`src/hw/rtl/tnds_pkg.sv`:
```
package tnds_pkg;

    localparam int OUT_SIZE  = 32;
    localparam int OUT_IDX_W = $clog2(OUT_SIZE);
    localparam int MAX_DIM   = 4096;
    localparam int DIM_W     = 13;
    localparam int POS_W     = 12;
    localparam int PROD_W    = DIM_W + OUT_IDX_W;
    localparam int CFG_IDX_W = 1;

    localparam logic [7:0]           DARK_LIMIT  = 8'd127;
    localparam logic [DIM_W-1:0]     DIM_RESET   = DIM_W'(OUT_SIZE);
    localparam logic [DIM_W-1:0]     DIM_MAX     = DIM_W'(MAX_DIM);
    localparam logic [DIM_W-1:0]     DIM_MIN     = DIM_W'(1);
    localparam logic [CFG_IDX_W-1:0] CFG_SRC_WIDTH  = 1'b0;
    localparam logic [CFG_IDX_W-1:0] CFG_SRC_HEIGHT = 1'b1;

    // one row-end emission: which output rows, and the sampled word
    typedef struct packed {
        logic                valid;
        logic [OUT_SIZE-1:0] rows;
        logic [OUT_SIZE-1:0] word;
    } t_emit_job;

    // bit k set when output index k samples source position pos,
    // i.e. floor(k*dim/OUT_SIZE) == pos
    function automatic logic [OUT_SIZE-1:0] match_mask(input logic [DIM_W-1:0] dim,
                                                        input logic [POS_W-1:0] pos);
        logic [OUT_SIZE-1:0] m;
        logic [PROD_W-1:0]   p;
        m = '0;
        for (int k = 0; k < OUT_SIZE; k++) begin
            p    = PROD_W'(dim) * PROD_W'(k);
            m[k] = (p[PROD_W-1:OUT_IDX_W] == {1'b0, pos});
        end
        return m;
    endfunction

endpackage

```
`src/hw/rtl/threshold_nearest_downscale_32_top.sv`:
```
// Binarizing nearest-neighbor scaler to a 32x32 image. Source pixels (red level, dark when
// below 127) stream in raster order, one word per clock; output column j samples source
// column floor(j*W/32) and output row i samples source row floor(i*H/32). At each source
// row end every output row mapped to it leaves as one 32-bit word, lowest row first, with
// run_last on the final one. A pixel is taken every cycle except at a row end that has
// output rows while the single emission buffer is still draining the previous row end;
// the input then stalls until the emitter, which sends one row word per cycle unless the
// receiver stalls it, loads the last pending row (more than one only when height < 32).
// A row-end pixel passes the input, row-mask and output registers before its first word
// is valid. Width and height (0 acts as 1, above 4096 acts as 4096) may be written only
// while the block is idle.
module threshold_nearest_downscale_32_top
    import tnds_pkg::*;
(
    input  logic                 i_clk,
    input  logic                 i_rst_n,
    input  logic                 i_cfg_we,
    input  logic [CFG_IDX_W-1:0] i_cfg_index,
    input  logic [DIM_W-1:0]     i_cfg_data,
    input  logic                 i_valid,
    output logic                 o_stall,
    input  logic [7:0]           i_red_level,
    output logic                 o_valid,
    input  logic                 i_stall,
    output logic [OUT_IDX_W-1:0] o_out_row,
    output logic [OUT_SIZE-1:0]  o_row_pixels,
    output logic                 o_run_last,
    output logic                 o_frame_done
);

    logic [DIM_W-1:0] width, height;
    logic             em_free;
    t_emit_job        job;

    tnds_cfg u_cfg (
        .i_clk       (i_clk),
        .i_rst_n     (i_rst_n),
        .i_cfg_we    (i_cfg_we),
        .i_cfg_index (i_cfg_index),
        .i_cfg_data  (i_cfg_data),
        .o_width     (width),
        .o_height    (height)
    );

    tnds_sampler u_sampler (
        .i_clk       (i_clk),
        .i_rst_n     (i_rst_n),
        .i_width     (width),
        .i_height    (height),
        .i_valid     (i_valid),
        .i_red_level (i_red_level),
        .o_stall     (o_stall),
        .i_em_free   (em_free),
        .o_job       (job)
    );

    tnds_emitter u_emitter (
        .i_clk        (i_clk),
        .i_rst_n      (i_rst_n),
        .i_job        (job),
        .o_em_free    (em_free),
        .o_valid      (o_valid),
        .i_stall      (i_stall),
        .o_out_row    (o_out_row),
        .o_row_pixels (o_row_pixels),
        .o_run_last   (o_run_last),
        .o_frame_done (o_frame_done)
    );

    // a new job never lands on a buffer that still holds unsent rows
    a_job_into_free: assert property (@(posedge i_clk) disable iff (!i_rst_n)
        job.valid |-> em_free)
        else $error("row-end job loaded while emitter busy");

    // row 31 is the highest row of its source row, so it always closes the run
    a_frame_is_last: assert property (@(posedge i_clk) disable iff (!i_rst_n)
        (o_valid && o_frame_done) |-> o_run_last)
        else $error("frame_done without run_last");

    a_reset_quiet: assert property (@(posedge i_clk)
        !i_rst_n |=> !o_valid)
        else $error("output word valid right after reset");

endmodule

```
`src/hw/rtl/tnds_cfg.sv`:
```
module tnds_cfg
    import tnds_pkg::*;
(
    input  logic                 i_clk,
    input  logic                 i_rst_n,
    input  logic                 i_cfg_we,
    input  logic [CFG_IDX_W-1:0] i_cfg_index,
    input  logic [DIM_W-1:0]     i_cfg_data,
    output logic [DIM_W-1:0]     o_width,
    output logic [DIM_W-1:0]     o_height
);

    logic [DIM_W-1:0] r_width, r_height;
    logic [DIM_W-1:0] n_dim;

    // store the effective size: zero acts as one, oversize saturates
    always_comb begin
        if (i_cfg_data == '0)
            n_dim = DIM_MIN;
        else if (i_cfg_data > DIM_MAX)
            n_dim = DIM_MAX;
        else
            n_dim = i_cfg_data;
    end

    always_ff @(posedge i_clk) begin
        if (!i_rst_n) begin
            r_width  <= DIM_RESET;
            r_height <= DIM_RESET;
        end else if (i_cfg_we) begin
            case (i_cfg_index)
                CFG_SRC_WIDTH:  r_width  <= n_dim;
                CFG_SRC_HEIGHT: r_height <= n_dim;
                default: ;
            endcase
        end
    end

    assign o_width  = r_width;
    assign o_height = r_height;

endmodule

```
`src/hw/rtl/tnds_sampler.sv`:
```
module tnds_sampler
    import tnds_pkg::*;
(
    input  logic             i_clk,
    input  logic             i_rst_n,
    input  logic [DIM_W-1:0] i_width,
    input  logic [DIM_W-1:0] i_height,
    input  logic             i_valid,
    input  logic [7:0]       i_red_level,
    output logic             o_stall,
    input  logic             i_em_free,
    output t_emit_job        o_job
);

    logic                r_in_valid;
    logic [7:0]          r_red;
    logic [POS_W-1:0]    r_col, r_row;
    logic [OUT_SIZE-1:0] r_accum;

    logic                row_end, frame_end, proc_go, in_take;
    logic [OUT_SIZE-1:0] col_bits, word, rows;

    assign col_bits  = (r_red < DARK_LIMIT) ? match_mask(i_width, r_col) : '0;
    assign word      = r_accum | col_bits;
    assign row_end   = ({1'b0, r_col} + DIM_W'(1)) >= i_width;
    assign frame_end = ({1'b0, r_row} + DIM_W'(1)) >= i_height;
    assign rows      = match_mask(i_height, r_row);

    // a row end with output waits until the emitter can take the job
    assign proc_go = r_in_valid && (!row_end || rows == '0 || i_em_free);
    assign in_take = !r_in_valid || proc_go;
    assign o_stall = !in_take;

    assign o_job.valid = proc_go && row_end && rows != '0;
    assign o_job.rows  = rows;
    assign o_job.word  = word;

    always_ff @(posedge i_clk) begin
        if (!i_rst_n) begin
            r_in_valid <= 1'b0;
            r_col      <= '0;
            r_row      <= '0;
            r_accum    <= '0;
        end else begin
            if (in_take)
                r_in_valid <= i_valid;
            if (proc_go) begin
                if (row_end) begin
                    r_col   <= '0;
                    r_accum <= '0;
                    r_row   <= frame_end ? '0 : r_row + POS_W'(1);
                end else begin
                    r_col   <= r_col + POS_W'(1);
                    r_accum <= word;
                end
            end
        end
    end

    always_ff @(posedge i_clk) begin
        if (in_take && i_valid)
            r_red <= i_red_level;
    end

endmodule

```
`src/hw/rtl/tnds_emitter.sv`:
```
module tnds_emitter
    import tnds_pkg::*;
(
    input  logic                 i_clk,
    input  logic                 i_rst_n,
    input  t_emit_job            i_job,
    output logic                 o_em_free,
    output logic                 o_valid,
    input  logic                 i_stall,
    output logic [OUT_IDX_W-1:0] o_out_row,
    output logic [OUT_SIZE-1:0]  o_row_pixels,
    output logic                 o_run_last,
    output logic                 o_frame_done
);

    logic [OUT_SIZE-1:0]  r_mask, r_word;
    logic                 r_o_valid;
    logic [OUT_IDX_W-1:0] r_o_row;
    logic [OUT_SIZE-1:0]  r_o_pixels;
    logic                 r_o_last, r_o_frame;

    logic [OUT_SIZE-1:0]  rest;
    logic [OUT_IDX_W-1:0] idx;
    logic                 out_load;

    // lowest pending output row goes first
    always_comb begin
        idx = '0;
        for (int k = OUT_SIZE - 1; k >= 0; k--) begin
            if (r_mask[k])
                idx = OUT_IDX_W'(k);
        end
    end

    assign rest      = r_mask & (r_mask - OUT_SIZE'(1));
    assign out_load  = (r_mask != '0) && (!r_o_valid || !i_stall);
    assign o_em_free = (r_mask == '0) || (out_load && rest == '0);

    always_ff @(posedge i_clk) begin
        if (!i_rst_n) begin
            r_mask    <= '0;
            r_o_valid <= 1'b0;
        end else begin
            if (i_job.valid)
                r_mask <= i_job.rows;
            else if (out_load)
                r_mask <= rest;
            if (out_load)
                r_o_valid <= 1'b1;
            else if (!i_stall)
                r_o_valid <= 1'b0;
        end
    end

    always_ff @(posedge i_clk) begin
        if (i_job.valid)
            r_word <= i_job.word;
        if (out_load) begin
            r_o_row    <= idx;
            r_o_pixels <= r_word;
            r_o_last   <= (rest == '0);
            r_o_frame  <= (idx == OUT_IDX_W'(OUT_SIZE - 1));
        end
    end

    assign o_valid      = r_o_valid;
    assign o_out_row    = r_o_row;
    assign o_row_pixels = r_o_pixels;
    assign o_run_last   = r_o_last;
    assign o_frame_done = r_o_frame;

endmodule

```
`config.mk`:
```
export PLATFORM = sky130hd
export DESIGN_NAME = threshold_nearest_downscale_32_top
export DESIGN_NICKNAME = d
export VERILOG_FILES = /design/src/hw/rtl/tnds_pkg.sv /design/src/hw/rtl/threshold_nearest_downscale_32_top.sv /design/src/hw/rtl/tnds_cfg.sv /design/src/hw/rtl/tnds_sampler.sv /design/src/hw/rtl/tnds_emitter.sv
export SDC_FILE = /design/constraint.sdc
export NUM_CORES = 2
export LEC_CHECK = 0
export BUFFER_PORTS_ARGS = -buffer_cell sky130_fd_sc_hd__buf_4
export CAP_MARGIN = 10
export CORE_UTILIZATION = 35
export CTS_CLUSTER_SIZE = 24
export DETAILED_ROUTE_END_ITERATION = 6
export MAX_ROUTING_LAYER = met4
export PLACE_DENSITY = 0.62
export SYNTH_ARGS = -nofsm -noshare
export SYNTH_HDL_FRONTEND = slang
export SYNTH_SLANG_ARGS = --single-unit
```
`constraint.sdc`:
```
create_clock -name i_clk -period 7.26 [get_ports i_clk]
set_clock_uncertainty 0.05 [all_clocks]
set_input_delay 1.452 -clock i_clk [delete_from_list [all_inputs] [get_ports i_clk]]
set_output_delay 1.452 -clock i_clk [all_outputs]
set_load 0.01 [all_outputs]
```
==> results.json <==
{
  "grt_pass1_vias": 38464,
  "grt_antenna_before_repair": 7,
  "hold_class": "flop to flop",
  "yosys.area.top_type_share_pct": 14.6,
  "finalPower_uw": 4840,
  "synth.distinct_cells": 100,
  "hpwl_um": 127000,
  "portBuffers": 67,
  "syn_inst": 5246,
  "cp_cell_sequence": "clkinvlp_4, buf_12, fa_2, inv_2, ha_4, fa_1, ha_4, xor2_4, nor2_1, a22o_1, or4_1, or4_1, or3_4, nor4_4, a32oi_2, nand4_1, o31ai_4, nor2_2, buf_4, buf_6",
  "chipWidth_um": 354,
  "power_leakage_uw": 0.0218,
  "max_slew_margin_pct": 30.5,
  "start_util_pct": 35.4,
  "setup-violations-final": 1,
  "synth-edff-count": 79,
  "grt_usage_pct": 26.1,
  "clk_pin_slew_ns": 0.09,
  "worst_setup_path_end_kind": "primary output",
  "grt_pass1_wl_um": 243000,
  "std_cell_rows": 128,
  "synth_top_area_cell": "ha_1",
  "worstPathRequired_ns": 5.76,
  "cts_root_buf": "clkbuf_16",
  "dr_total_vias": 40490,
  "drv_cap": 0,
  "clock_latency_ns": 0.53,
  "synthFlopType": "dfxtp_1",
  "cts_hold_buf": 0,
  "avgViaCountPerCell": 5.82,
  "core_um2": 122000,
  "ios": 68,
  "drt_wl_total_um": 163000,
  "path_max_fanout": 3,
  "hold_viol": 0,
  "ys_seq_area_share_pct": 10.8,
  "layout.nets": 6133,
  "numCtsBuffers": 17,
  "max-vdd-ir-drop_mv": 0.222,
  "tightest_slew_ns": 1.02,
  "path_delay_family": "simple AND/OR/NAND/NOR gates",
  "timing.final.ws_setup_ns": -0.00116,
  "synth_area_um2": 43300,
  "clock-sinks": 195,
  "utilization_pct": 39.2,
  "synth_warnings": 0,
  "period_share_pct": 100,
  "syn_to_final_growth_pct": 10.8,
  "violations": "negative setup slack",
  "crit_path_start": "u_cfg.o_height[7]$_SDFFE_PN0P_",
  "rsz0062_at_grt": "yes",
  "final_layout_size_suffix_gt1_share_pct": 10.3,
  "reg2reg_from": "u_cfg.o_height[7]$_SDFFE_PN0P_",
  "place.gp.congestion": 1.04,
  "outcome": "finished, violations left",
  "synth.avg_cell_area_um2": 8.26,
  "synth_async_sr_flop_share_pct": 0,
  "dr.pass1.iters": 5,
  "arrival_ns": 5.76,
  "wl_per_cell_um": 23.4,
  "grt-ovfl-total": 0,
  "clock.fmax_mhz": 138,
  "start_kind": "flop",
  "drt_iter0_markers": 4209,
  "htreeDepth": 4,
  "crit_slowest_cell": "fa_2",
  "ys_ff_latch": 195,
  "tritoncts": "done",
  "synth_area_leaders": "ha_1 15%, fa_1 13%, xnor2_1 12%, edfxtp_1 5.5%, dfxtp_1 5.4%",
  "route.detailed.drc": 0,
  "crit_buf_inv": 5,
  "die_h_um": 354,
  "slew_violations": 0,
  "max_stage_delay_ns": 0.58,
  "die_area_um2": 125000,
  "worstHoldStart": "u_emitter.r_word[12]$_DFFE_PP_",
  "hold-worst-slack_ns": 0.371,
  "min_period_ns": 7.26,
  "syn_nets": 6069,
  "grt_max_degree": 45,
  "crit_type": "flop to primary output",
  "clockBufferDepth": 2,
  "power_density_nw_per_um2": 101,
  "postRouteAntennaNets": 0
}
## final cells by class
type                       count  area [µm²]
fill                       12462       74300
multi-input combinational   4220       36200
timing repair buffer         270        2150
clock inverter                15         156
inverter                     606        2300
sequential                   195        4750
tap                         1625        2030
clock buffer                  17         425
antenna                        4        10.0
## synth_stat cells, types with 21 or more instances
master     count
o21ai_0      223
or4_1         23
o22ai_1       24
nand2_1      281
a21o_1        99
nand2b_1      49
nor2_1       255
inv_1        596
a41o_1        23
o211ai_1      30
dfxtp_1      116
o31ai_1       34
mux2i_1       30
ha_1         506
nor2b_1       67
xnor2_1      588
nand4_1       95
and3_1        33
or3_1         31
a31oi_1       59
a31o_2        21
a21oi_1      295
nor3b_1       24
mux2_2        22
nor4_1        84
a2111oi_0     24
xor2_1       253
a211oi_1      42
o21a_1        50
buf_1         37
buf_2         47
nand3_1      108
edfxtp_1      79
o2111a_1      22
fa_1         290
clkbuf_1     133
o21bai_1      33
and2_1        32
nor3_1       137
## path summary, 6_finish.rpt
kind / end / slack [ns] / depth (start not counted)
min reg2reg: u_emitter.o_row_pixels[12]$_DFFE_PP_ / 0.37 / 0
min: u_emitter.o_row_pixels[12]$_DFFE_PP_ / 0.37 / 0
max: o_stall / -0.001 / 20
max reg2reg: u_sampler.r_row[8]$_SDFFE_PN0P_ / 0.87 / 25
## cell families (layout without fill, tap and decap cells)
kind of cell               after synthesis  after routing  synth area share, %
xor gates and xnor gates               861            861                 18.0
adders and majority gates              798            798                 28.0
other                                    0              4                    0
muxes                                   53             53                 1.32
buffers and inverters                  831            908                 7.41
and+or+nand+nor                       1320           1320                 15.8
AOI/OAI and AO/OA                     1188           1188                 18.5
DFF                                    195            195                 10.8
## worst register-to-register path, stage by stage (launching register included)
cell and delay [ns]:
dfxtp_4 0.39, clkinvlp_4 0.11, buf_12 0.14, fa_2 0.45, buf_4 0.16, fa_1 0.51, inv_1 0.10, fa_1 0.50
ha_2 0.32, a21o_1 0.23, a21o_1 0.19, a21o_1 0.22, a32oi_1 0.23, nor2b_1 0.20, xnor2_1 0.19, nor4_2 0.10
a41oi_1 0.22, nand4_1 0.24, o31ai_4 0.27, buf_4 0.15, buf_4 0.09, buf_4 0.13, nand3_2 0.20, buf_4 0.27
or4b_1 0.51, a21oi_1 0.15
## placed cells by master, fill, tap and decap left out, drive strengths merged, types with 36 or more instances in the layout
cell      n
fa      290
nand4    95
xor2    253
nor4     86
a21oi   295
a211oi   42
edfxtp   79
a31oi    59
o21a     50
o31ai    36
xnor2   588
inv     606
nor3    140
nor2b    67
buf     270
o21ai   234
nand3   109
dfxtp   116
nor2    256
a21o     99
nand2b   49
ha      506
nand2   282
## per-stage QoR
step	TNS, ns	instance area (µm²)	std cells	setup slack [ns]
after detailed placement	0	46300	6882	0.135
final	-0.00116	48000	6952	-0.00116
after floorplan	0	43300	5246	0.00356
after CTS	-0.0755	47400	6933	-0.0755
after global placement	0	46300	6882	0.202
after global routing	-0.121	48000	6951	-0.121
## power by group
part           leakage (µW)  internal, µW  switching (µW)
registers           0.00172          1170            32.9
clock network      0.000282           460             549
logic                0.0198          1090            1540
total                0.0218          2720            2120
## flip-flops by register name, indices dropped and copies added (netlist names), 5 cells and up
signal	count
u_cfg.o_height	13
u_cfg.o_width	13
u_emitter.o_out_row	5
u_emitter.o_row_pixels	32
u_emitter.r_mask	32
u_emitter.r_word	32
u_sampler.r_accum	32
u_sampler.r_col	12
u_sampler.r_red	8
u_sampler.r_row	12
## per-layer routing
| metal | track usage (%) | share of wire, % | vias up |
|---|---|---|---|
| met5 | - | 0 | - |
| li1 | - | - | 18548 |
| met2 | 38.3 | 42 | 1916 |
| met1 | 36.9 | 45 | 19722 |
| met4 | 8.10 | 3.4 | 0 |
| met3 | 3.58 | 9.1 | 304 |
## timing repair
item                       4_1_cts  5_1_grt
setup endpoints to repair        1        1
gates resized for setup         84       96
pin swaps                       16       38
hold endpoints to repair         0        0
setup buffers                   19       15
(Power assumes the default switching activity.)
